[config.mk]
export PLATFORM = sky130hd
export DESIGN_NAME = multitouch_slot_tracker_core
export DESIGN_NICKNAME = d
export VERILOG_FILES = /design/src/sv/mst_pkg.sv /design/src/sv/mst_slot_mem.sv /design/src/sv/mst_out_stage.sv /design/src/sv/mst_seq.sv /design/src/sv/multitouch_slot_tracker_core.sv
export SDC_FILE = /design/constraint.sdc
export NUM_CORES = 2
export LEC_CHECK = 0
export ABC_AREA = 1
export BUFFER_PORTS_ARGS = -buffer_cell sky130_fd_sc_hd__buf_2
export CORE_MARGIN = 2
export CORE_UTILIZATION = 25
export CTS_CLUSTER_DIAMETER = 80
export DETAILED_ROUTE_END_ITERATION = 10
export PLACE_DENSITY = 0.48
export SETUP_SLACK_MARGIN = 0.15
export SKIP_LAST_GASP = 1
export SLEW_MARGIN = 20
export SYNTH_ARGS = -nofsm -noshare
export SYNTH_HDL_FRONTEND = slang
export SYNTH_SLANG_ARGS = --single-unit
[constraint.sdc]
create_clock -name clk -period 10.66 [get_ports clk]
set_input_delay 1.066 -clock clk [delete_from_list [all_inputs] [get_ports clk]]
set_output_delay 1.066 -clock clk [all_outputs]
set_load 0.05 [all_outputs]
[src/sv/mst_pkg.sv]
package mst_pkg;

  localparam int NUM_SLOTS_DEF = 16;
  localparam int MAX_RESULTS   = 32;
  localparam int CNT_W         = $clog2(MAX_RESULTS + 1);

  localparam logic [4:0] EV_SYN         = 5'd0;
  localparam logic [4:0] EV_ABS         = 5'd3;
  localparam logic [9:0] CODE_REPORT    = 10'h000;
  localparam logic [9:0] CODE_SLOT      = 10'h02f;
  localparam logic [9:0] CODE_POS_X     = 10'h035;
  localparam logic [9:0] CODE_POS_Y     = 10'h036;
  localparam logic [9:0] CODE_FINGER_ID = 10'h039;

  typedef enum logic [1:0] {
    KIND_BEGAN = 2'd0,
    KIND_MOVED = 2'd1,
    KIND_ENDED = 2'd2
  } touch_kind_t;

  typedef enum logic [2:0] {
    ST_IDLE,
    ST_WRITE,
    ST_EVAL,
    ST_BEGAN,
    ST_FLUSH
  } mst_state_t;

  typedef struct packed {
    logic [4:0]         device_num;
    logic [4:0]         ev_type;
    logic [9:0]         ev_code;
    logic signed [31:0] ev_value;
  } in_item_t;

  typedef struct packed {
    logic [1:0]         touch_kind;
    logic [30:0]        finger;
    logic signed [31:0] pos_x;
    logic signed [31:0] pos_y;
    logic               last;
  } out_item_t;

  // one memory word per slot
  typedef struct packed {
    logic               now_ok;
    logic [30:0]        now_id;
    logic               before_ok;
    logic [30:0]        before_id;
    logic signed [31:0] x;
    logic signed [31:0] y;
  } slot_entry_t;

  // sequencer to output stage
  typedef struct packed {
    logic      push;
    logic      flush;
    out_item_t item;
  } out_ctl_t;

endpackage

[src/sv/mst_slot_mem.sv]
module mst_slot_mem
  import mst_pkg::*;
#(
  parameter int NUM_SLOTS = NUM_SLOTS_DEF,
  parameter int SLOT_W    = (NUM_SLOTS > 1) ? $clog2(NUM_SLOTS) : 1
) (
  input  logic              clk,
  input  logic              rst_n,
  input  logic              rd_en,
  input  logic [SLOT_W-1:0] rd_addr,
  output slot_entry_t       rd_data,
  input  logic              wr_en,
  input  logic [SLOT_W-1:0] wr_addr,
  input  slot_entry_t       wr_data
);

  slot_entry_t mem [NUM_SLOTS];
  logic        valid_r [NUM_SLOTS];
  slot_entry_t rd_data_r;

  // entries never written read as empty slots at the origin
  always_ff @(posedge clk) begin
    if (!rst_n) begin
      for (int i = 0; i < NUM_SLOTS; i++) valid_r[i] <= 1'b0;
    end else if (wr_en) begin
      valid_r[wr_addr] <= 1'b1;
    end
  end

  always_ff @(posedge clk) begin
    if (wr_en) mem[wr_addr] <= wr_data;
  end

  always_ff @(posedge clk) begin
    if (rd_en) rd_data_r <= valid_r[rd_addr] ? mem[rd_addr] : '0;
  end

  assign rd_data = rd_data_r;

endmodule

[src/sv/mst_out_stage.sv]
module mst_out_stage
  import mst_pkg::*;
(
  input  logic      clk,
  input  logic      rst_n,
  input  out_ctl_t  ctl,
  output logic      room,
  output logic      out_valid,
  input  logic      out_ready,
  output out_item_t out_item
);

  logic      hold_v_r, hold_v_nxt;
  out_item_t hold_r, hold_nxt;
  logic      out_v_r, out_v_nxt;
  out_item_t out_r, out_nxt;

  // one result is held back until the next one (or the end of the report) decides last
  assign room = !hold_v_r || !out_v_r || out_ready;

  always_comb begin
    hold_v_nxt = hold_v_r;
    hold_nxt   = hold_r;
    out_v_nxt  = out_v_r;
    out_nxt    = out_r;
    if (out_v_r && out_ready) out_v_nxt = 1'b0;
    if (ctl.push) begin
      if (hold_v_r) begin
        out_nxt      = hold_r;
        out_nxt.last = 1'b0;
        out_v_nxt    = 1'b1;
      end
      hold_nxt   = ctl.item;
      hold_v_nxt = 1'b1;
    end else if (ctl.flush && hold_v_r) begin
      out_nxt      = hold_r;
      out_nxt.last = 1'b1;
      out_v_nxt    = 1'b1;
      hold_v_nxt   = 1'b0;
    end
  end

  always_ff @(posedge clk) begin
    if (!rst_n) begin
      hold_v_r <= 1'b0;
      out_v_r  <= 1'b0;
    end else begin
      hold_v_r <= hold_v_nxt;
      out_v_r  <= out_v_nxt;
    end
  end

  always_ff @(posedge clk) begin
    hold_r <= hold_nxt;
    out_r  <= out_nxt;
  end

  assign out_valid = out_v_r;
  assign out_item  = out_r;

endmodule

[src/sv/mst_seq.sv]
module mst_seq
  import mst_pkg::*;
#(
  parameter int NUM_SLOTS = NUM_SLOTS_DEF,
  parameter int SLOT_W    = (NUM_SLOTS > 1) ? $clog2(NUM_SLOTS) : 1
) (
  input  logic              clk,
  input  logic              rst_n,
  input  logic              in_valid,
  output logic              in_ready,
  input  in_item_t          in_item,
  output logic              rd_en,
  output logic [SLOT_W-1:0] rd_addr,
  input  slot_entry_t       rd_data,
  output logic              wr_en,
  output logic [SLOT_W-1:0] wr_addr,
  output slot_entry_t       wr_data,
  output out_ctl_t          ctl,
  input  logic              room
);

  localparam logic [SLOT_W-1:0] LAST_SLOT = SLOT_W'(NUM_SLOTS - 1);

  mst_state_t         state_r, state_nxt;
  logic [SLOT_W-1:0]  sel_r, sel_nxt;
  logic               sel_ok_r, sel_ok_nxt;
  logic               seen_r, seen_nxt;
  logic [4:0]         dev_r, dev_nxt;
  logic [9:0]         code_r, code_nxt;
  logic signed [31:0] val_r, val_nxt;
  logic [SLOT_W-1:0]  cnt_r, cnt_nxt;
  logic [CNT_W-1:0]   n_r, n_nxt;

  logic [31:0]  in_val_u;
  logic         same;
  logic         can_emit;
  slot_entry_t  e;
  slot_entry_t  upd;

  assign e        = rd_data;
  assign in_val_u = in_item.ev_value;
  assign same     = (e.before_ok == e.now_ok) && (!e.now_ok || e.before_id == e.now_id);
  assign can_emit = n_r < CNT_W'(MAX_RESULTS);
  assign in_ready = (state_r == ST_IDLE);

  // absolute-axis update of the selected slot
  always_comb begin
    upd = e;
    case (code_r)
      CODE_FINGER_ID: begin
        upd.now_ok = !val_r[31];
        upd.now_id = val_r[31] ? 31'd0 : val_r[30:0];
      end
      CODE_POS_X: upd.x = val_r;
      CODE_POS_Y: upd.y = val_r;
      default: upd = e;
    endcase
  end

  always_comb begin
    state_nxt  = state_r;
    sel_nxt    = sel_r;
    sel_ok_nxt = sel_ok_r;
    seen_nxt   = seen_r;
    dev_nxt    = dev_r;
    code_nxt   = code_r;
    val_nxt    = val_r;
    cnt_nxt    = cnt_r;
    n_nxt      = n_r;
    rd_en      = 1'b0;
    rd_addr    = sel_r;
    wr_en      = 1'b0;
    wr_addr    = cnt_r;
    wr_data    = e;
    ctl        = '0;
    ctl.item.touch_kind = KIND_MOVED;
    ctl.item.finger     = e.now_id;
    ctl.item.pos_x      = e.x;
    ctl.item.pos_y      = e.y;
    ctl.item.last       = 1'b0;

    case (state_r)
      ST_IDLE: begin
        if (in_valid) begin
          if (in_item.ev_type == EV_ABS) begin
            case (in_item.ev_code)
              CODE_SLOT: begin
                seen_nxt = 1'b1;
                dev_nxt  = in_item.device_num;
                if (!in_val_u[31] && in_val_u < 32'(NUM_SLOTS)) begin
                  sel_nxt    = in_val_u[SLOT_W-1:0];
                  sel_ok_nxt = 1'b1;
                end else begin
                  sel_ok_nxt = 1'b0;
                end
              end
              CODE_FINGER_ID, CODE_POS_X, CODE_POS_Y: begin
                seen_nxt = 1'b1;
                dev_nxt  = in_item.device_num;
                if (sel_ok_r) begin
                  rd_en     = 1'b1;
                  rd_addr   = sel_r;
                  code_nxt  = in_item.ev_code;
                  val_nxt   = in_item.ev_value;
                  state_nxt = ST_WRITE;
                end
              end
              default: state_nxt = ST_IDLE;
            endcase
          end else if (in_item.ev_type == EV_SYN && in_item.ev_code == CODE_REPORT &&
                       seen_r && in_item.device_num == dev_r) begin
            cnt_nxt   = '0;
            n_nxt     = '0;
            rd_en     = 1'b1;
            rd_addr   = '0;
            state_nxt = ST_EVAL;
          end
        end
      end

      ST_WRITE: begin
        wr_en     = 1'b1;
        wr_addr   = sel_r;
        wr_data   = upd;
        state_nxt = ST_IDLE;
      end

      ST_EVAL: begin
        if (same) begin
          if (!(e.now_ok && can_emit) || room) begin
            if (e.now_ok && can_emit) begin
              ctl.push = 1'b1;
              n_nxt    = n_r + CNT_W'(1);
            end
            if (cnt_r == LAST_SLOT) begin
              state_nxt = ST_FLUSH;
            end else begin
              cnt_nxt = cnt_r + SLOT_W'(1);
              rd_en   = 1'b1;
              rd_addr = cnt_r + SLOT_W'(1);
            end
          end
        end else if (!e.before_ok) begin
          state_nxt = ST_BEGAN;
        end else if (!can_emit || room) begin
          if (can_emit) begin
            ctl.push            = 1'b1;
            ctl.item.touch_kind = KIND_ENDED;
            ctl.item.finger     = e.before_id;
            n_nxt               = n_r + CNT_W'(1);
          end
          if (e.now_ok) begin
            state_nxt = ST_BEGAN;
          end else begin
            wr_en             = 1'b1;
            wr_data.before_ok = e.now_ok;
            wr_data.before_id = e.now_id;
            if (cnt_r == LAST_SLOT) begin
              state_nxt = ST_FLUSH;
            end else begin
              cnt_nxt = cnt_r + SLOT_W'(1);
              rd_en   = 1'b1;
              rd_addr = cnt_r + SLOT_W'(1);
            end
          end
        end
      end

      ST_BEGAN: begin
        if (!can_emit || room) begin
          if (can_emit) begin
            ctl.push            = 1'b1;
            ctl.item.touch_kind = KIND_BEGAN;
            n_nxt               = n_r + CNT_W'(1);
          end
          wr_en             = 1'b1;
          wr_data.before_ok = e.now_ok;
          wr_data.before_id = e.now_id;
          if (cnt_r == LAST_SLOT) begin
            state_nxt = ST_FLUSH;
          end else begin
            cnt_nxt   = cnt_r + SLOT_W'(1);
            rd_en     = 1'b1;
            rd_addr   = cnt_r + SLOT_W'(1);
            state_nxt = ST_EVAL;
          end
        end
      end

      ST_FLUSH: begin
        if (room) begin
          ctl.flush = 1'b1;
          state_nxt = ST_IDLE;
        end
      end

      default: state_nxt = ST_IDLE;
    endcase
  end

  always_ff @(posedge clk) begin
    if (!rst_n) begin
      state_r  <= ST_IDLE;
      sel_r    <= '0;
      sel_ok_r <= 1'b1;
      seen_r   <= 1'b0;
      dev_r    <= '0;
      cnt_r    <= '0;
      n_r      <= '0;
    end else begin
      state_r  <= state_nxt;
      sel_r    <= sel_nxt;
      sel_ok_r <= sel_ok_nxt;
      seen_r   <= seen_nxt;
      dev_r    <= dev_nxt;
      cnt_r    <= cnt_nxt;
      n_r      <= n_nxt;
    end
  end

  always_ff @(posedge clk) begin
    code_r <= code_nxt;
    val_r  <= val_nxt;
  end

endmodule

[src/sv/multitouch_slot_tracker_core.sv]
// channel  | direction | handshake            | payload
// in_      | input     | in_valid / in_ready   | in_item (mst_pkg::in_item_t)
// out_     | output    | out_valid / out_ready | out_item (mst_pkg::out_item_t)
//
// select, ignored event or write behind an out-of-range select: handled in ST_IDLE alone;
// id or coordinate: read in ST_IDLE, written in ST_WRITE; sync report: one slot a cycle
// over separate read and write ports, slowed by a stall or a slot whose id turns present
// reset: synchronous, active low; slot memory clears at once through per-slot valid bits
// a stalled result stalls the report walk; the last finished result waits in the output
// register while the next item is taken
module multitouch_slot_tracker_core
  import mst_pkg::*;
#(
  parameter int NUM_SLOTS = NUM_SLOTS_DEF
) (
  input  logic      clk,
  input  logic      rst_n,
  input  logic      in_valid,
  output logic      in_ready,
  input  in_item_t  in_item,
  output logic      out_valid,
  input  logic      out_ready,
  output out_item_t out_item
);

  // slot address width, one bit minimum
  localparam int SLOT_W = (NUM_SLOTS > 1) ? $clog2(NUM_SLOTS) : 1;

  // slot memory port
  logic              rd_en;
  logic [SLOT_W-1:0] rd_addr;
  slot_entry_t       rd_data;
  logic              wr_en;
  logic [SLOT_W-1:0] wr_addr;
  slot_entry_t       wr_data;

  // sequencer to output stage
  out_ctl_t ctl;
  logic     room;

  // per-slot state: current and previous finger id plus coordinates, one word a slot
  mst_slot_mem #(
    .NUM_SLOTS (NUM_SLOTS),
    .SLOT_W    (SLOT_W)
  ) u_mem (
    .clk     (clk),
    .rst_n   (rst_n),
    .rd_en   (rd_en),
    .rd_addr (rd_addr),
    .rd_data (rd_data),
    .wr_en   (wr_en),
    .wr_addr (wr_addr),
    .wr_data (wr_data)
  );

  // decodes events, does read-modify-write of slot words and walks the slots on a report
  mst_seq #(
    .NUM_SLOTS (NUM_SLOTS),
    .SLOT_W    (SLOT_W)
  ) u_seq (
    .clk      (clk),
    .rst_n    (rst_n),
    .in_valid (in_valid),
    .in_ready (in_ready),
    .in_item  (in_item),
    .rd_en    (rd_en),
    .rd_addr  (rd_addr),
    .rd_data  (rd_data),
    .wr_en    (wr_en),
    .wr_addr  (wr_addr),
    .wr_data  (wr_data),
    .ctl      (ctl),
    .room     (room)
  );

  // holds one result back to mark the final item of a report, then registers it out
  mst_out_stage u_out (
    .clk       (clk),
    .rst_n     (rst_n),
    .ctl       (ctl),
    .room      (room),
    .out_valid (out_valid),
    .out_ready (out_ready),
    .out_item  (out_item)
  );

endmodule
==> reports/summary.txt <==
num ports: 156
largest net degree at the start of global routing: 188
Post-synth ARST share: 0%
synth warn: 0
Rows: 232
Total Nets Final: 8605
Final setup violation count: 0
Slew headroom: 16.86%
status: finished clean
DR pass1 iterations: 6
largest cells by area after synthesis: edfxtp_1, nand3_1, nand2_1
setup bufs post-CTS: 0
share of the cycle needed by the critical path after routing: 61.55%
share of cells above drive strength 1: 9.918%
cell accounting for the most synthesized area: edfxtp_1
post-route ant nets: 0
global-route wire length before repair: 475500 um
Final Critical Period: 6.561 ns
Die X: 638.1 um
CTS resizes: 0
routed vias/inst: 4.836
post-DR wirelength/cell: 23.62 um
syn_area_per_cell: 11.85 sq um
reg2reg setup slack: 4.10 ns
Yosys reg bits: 2455
startpoint types: flip-flop
multi-input logic area: 23610 sq um
total CTS buffers: 273
GRT overflow: 0
# port buffers: 155
Synth Net Count: 8539
Initial Utilization: 25.15%
Clock Skew: 0.05159 ns
Worst Tran Pin Value: 1.242 ns
Post-Route WL: 332900 um
worst path required time: 11.36 ns
vias in the first global route: 66030
Hold Path Class: reg -> reg
fmax: 152.4 MHz
DIE AREA: 407200 sq um
Slew Viols, Final: 0
initial antenna violation count: 37
clock sink count: 2455
EDFF count, synth: 2413
commonest register cell after synthesis: edfxtp_1
die height: 638.1 um
routed vias: 68160
drt drc: 0
worst skew pair latency: 0.88 ns
CTS H-tree depth: 5
Peak supply drop: 0.1187 mV
gr usage total: 15.82%
clock root buffer: clkbuf_16
CP Class: reg -> reg
Fin. Hold Viols: 0
hold buffer count at cts: 0
Max Cap Violations: 0
Bufs on Longest Clock Path: 4
synthesized cell area: 100500 sq um
register area share after synthesis: 72.92%
CP arrival: 7.26 ns
Reg area: 73300 sq um
Worst path most repeated cell: nand2_1
Core ar.: 399700 sq um
initial DRC count: 7320
Mapped Cells: 8480
Placer Congestion: 0.8597
max incr delay on CP: 0.83 ns
Total Power: 20.43 mW
crit-path cells: inv_1, nand2_1, nand2_1, nand2_1, nor2_1, nand2_1, nor2_1, nand2_1, nand2_2, nand3_2, nand3_4, buf_4, buf_4, nand3_1, nand3_1, nand3_1, nand2_1, nand2_1, nand2_4, buf_12, nand2_1, inv_1
area grow syn2layout: 15.56%
Worst path slowest cell: buf_4
CTS tree: yes
Fill cells: 40390
share of the synthesized area in the top cell type: 72.09%
Post-DP HPWL: 164500 um
Critical Path End Type: flip-flop
RSZ-0062 raised after global routing: no
Max FO, Critical Path: 82
setup_tns: 0 ns
PwrDens: 175.9 nW/um^2
number of unique standard cell types used by synthesis: 42
Clock transition at path regs: 0.06 ns
Lkg Pwr: 41.17 nW
-- placed cells by master, fill, tap and decap left out, drive strengths merged, types with 2 or more instances in the layout --
cell,netlist,layout
a211oi,4,4
a21oi,28,28
a22oi,3,3
buf,468,379
bufinv,0,20
clkbuf,121,340
clkinv,1,92
clkinvlp,0,8
dfxtp,42,42
diode,0,86
edfxtp,2413,2413
ha,3,3
inv,307,320
nand2,2117,2117
nand3,2606,2606
nand3b,2,2
nand4,12,12
nor2,110,110
nor3,12,12
nor4,12,12
o211ai,4,4
o21a,3,3
o21ai,156,156
o22ai,37,37
xnor2,10,10
xor2,2,2
-- metal layers --
metal	track usage [%]	wire length, um
met1	19.75	135700
met2	26.93	164900
met5	0	56
met3	2.571	19830
met4	6.968	12460
-- Yosys cell counts (2+ instances only) --
library cell / number
clkbuf_1: 121
inv_2: 47
a21oi_1: 27
nor4_1: 11
xor2_1: 2
dfxtp_1: 42
buf_4: 26
inv_1: 260
xnor2_1: 10
buf_1: 16
nand2_1: 2111
buf_6: 12
nand3_1: 2602
nand3b_1: 2
edfxtp_1: 2413
nor2_1: 110
nor3_1: 11
buf_2: 414
o22ai_1: 37
a22oi_1: 3
o211ai_1: 4
o21ai_1: 3
a211oi_1: 4
ha_1: 3
nand2_2: 5
o21ai_0: 153
o21a_1: 3
nand3_2: 3
nand4_1: 12
-- per-stage QoR --
stage,setup WS [ns],hold WS (ns),util [%],instances,cell area [sq um]
2_1_floorplan,2.857,0.4003,-,8480,100500
3_3_place_gp,3.810,0.4071,26.81,13530,107100
3_5_place_dp,3.734,0.4045,26.81,13530,107200
4_1_cts,4.115,0.3380,28.95,14010,115700
5_1_grt,3.723,0.3661,29.05,14080,116100
6_report,4.099,0.3882,29.06,14090,116200
-- critical path, delay by kind of cell (launching register included) --
| kind | cells | cell delay (ns) |
|---|---|---|
| simple gates | 17 | 3.38 |
| buf+inv | 5 | 2.40 |
| flops | 1 | 0.38 |
-- where the power goes --
group / switching, mW / internal (mW)
combinational: 0.511 / 0.184
clock: 3.87 / 5.36
sequential: 0.00916 / 10.5
total: 4.40 / 16.0
-- final cells by class --
| type | instances | area share, % |
|---|---|---|
| well taps | 5265 | 5.671 |
| diodes | 86 | 0.1853 |
| clock inverters | 132 | 1.065 |
| clock buffers | 339 | 6.294 |
| inverters | 308 | 1.010 |
| multi-input cells | 5128 | 20.33 |
| flip-flops and latches | 2455 | 63.11 |
| repair buffers | 380 | 2.343 |
-- state kept, by name (all words and copies together) (netlist names) --
register and flops:
u_mem.mem 2048, u_mem.rd_data 128, u_out.out_item 98, u_out.hold_r 97, u_seq.val_r 32, u_mem.valid_r 16, u_seq.code_r 10, u_seq.n_r 6
u_seq.dev_r 5, u_seq.cnt_r 4, u_seq.sel_r 4, u_seq.state_r 3, u_out.hold_v_r 1, u_out.out_valid 1, u_seq.seen_r 1, u_seq.sel_ok_r 1
-- cell families (layout without fill, tap and decap cells) --
family,Yosys count,count (layout),synth area share (%)
adders and majority gates,3,3,0.03735
other,0,86,0
DFF,2455,2455,72.92
AOI/OAI and AO/OA,239,239,1.286
buffers and inverters,897,1159,4.052
and+or+nand+nor,4874,4874,21.60
xor gates and xnor gates,12,12,0.1046
-- final timing paths --
check	startpoint	end	cells past startpoint
worst max-delay path	u_mem.rd_data[114]	u_mem.rd_data[96]	22
worst min-delay path	u_out.hold_r[83]	u_out.out_item[83]	0
worst max register to register	u_mem.rd_data[114]	u_mem.rd_data[96]	22
worst min register to register	u_out.hold_r[83]	u_out.out_item[83]	0
No activity file was read; power rests on OpenSTA's default activity.
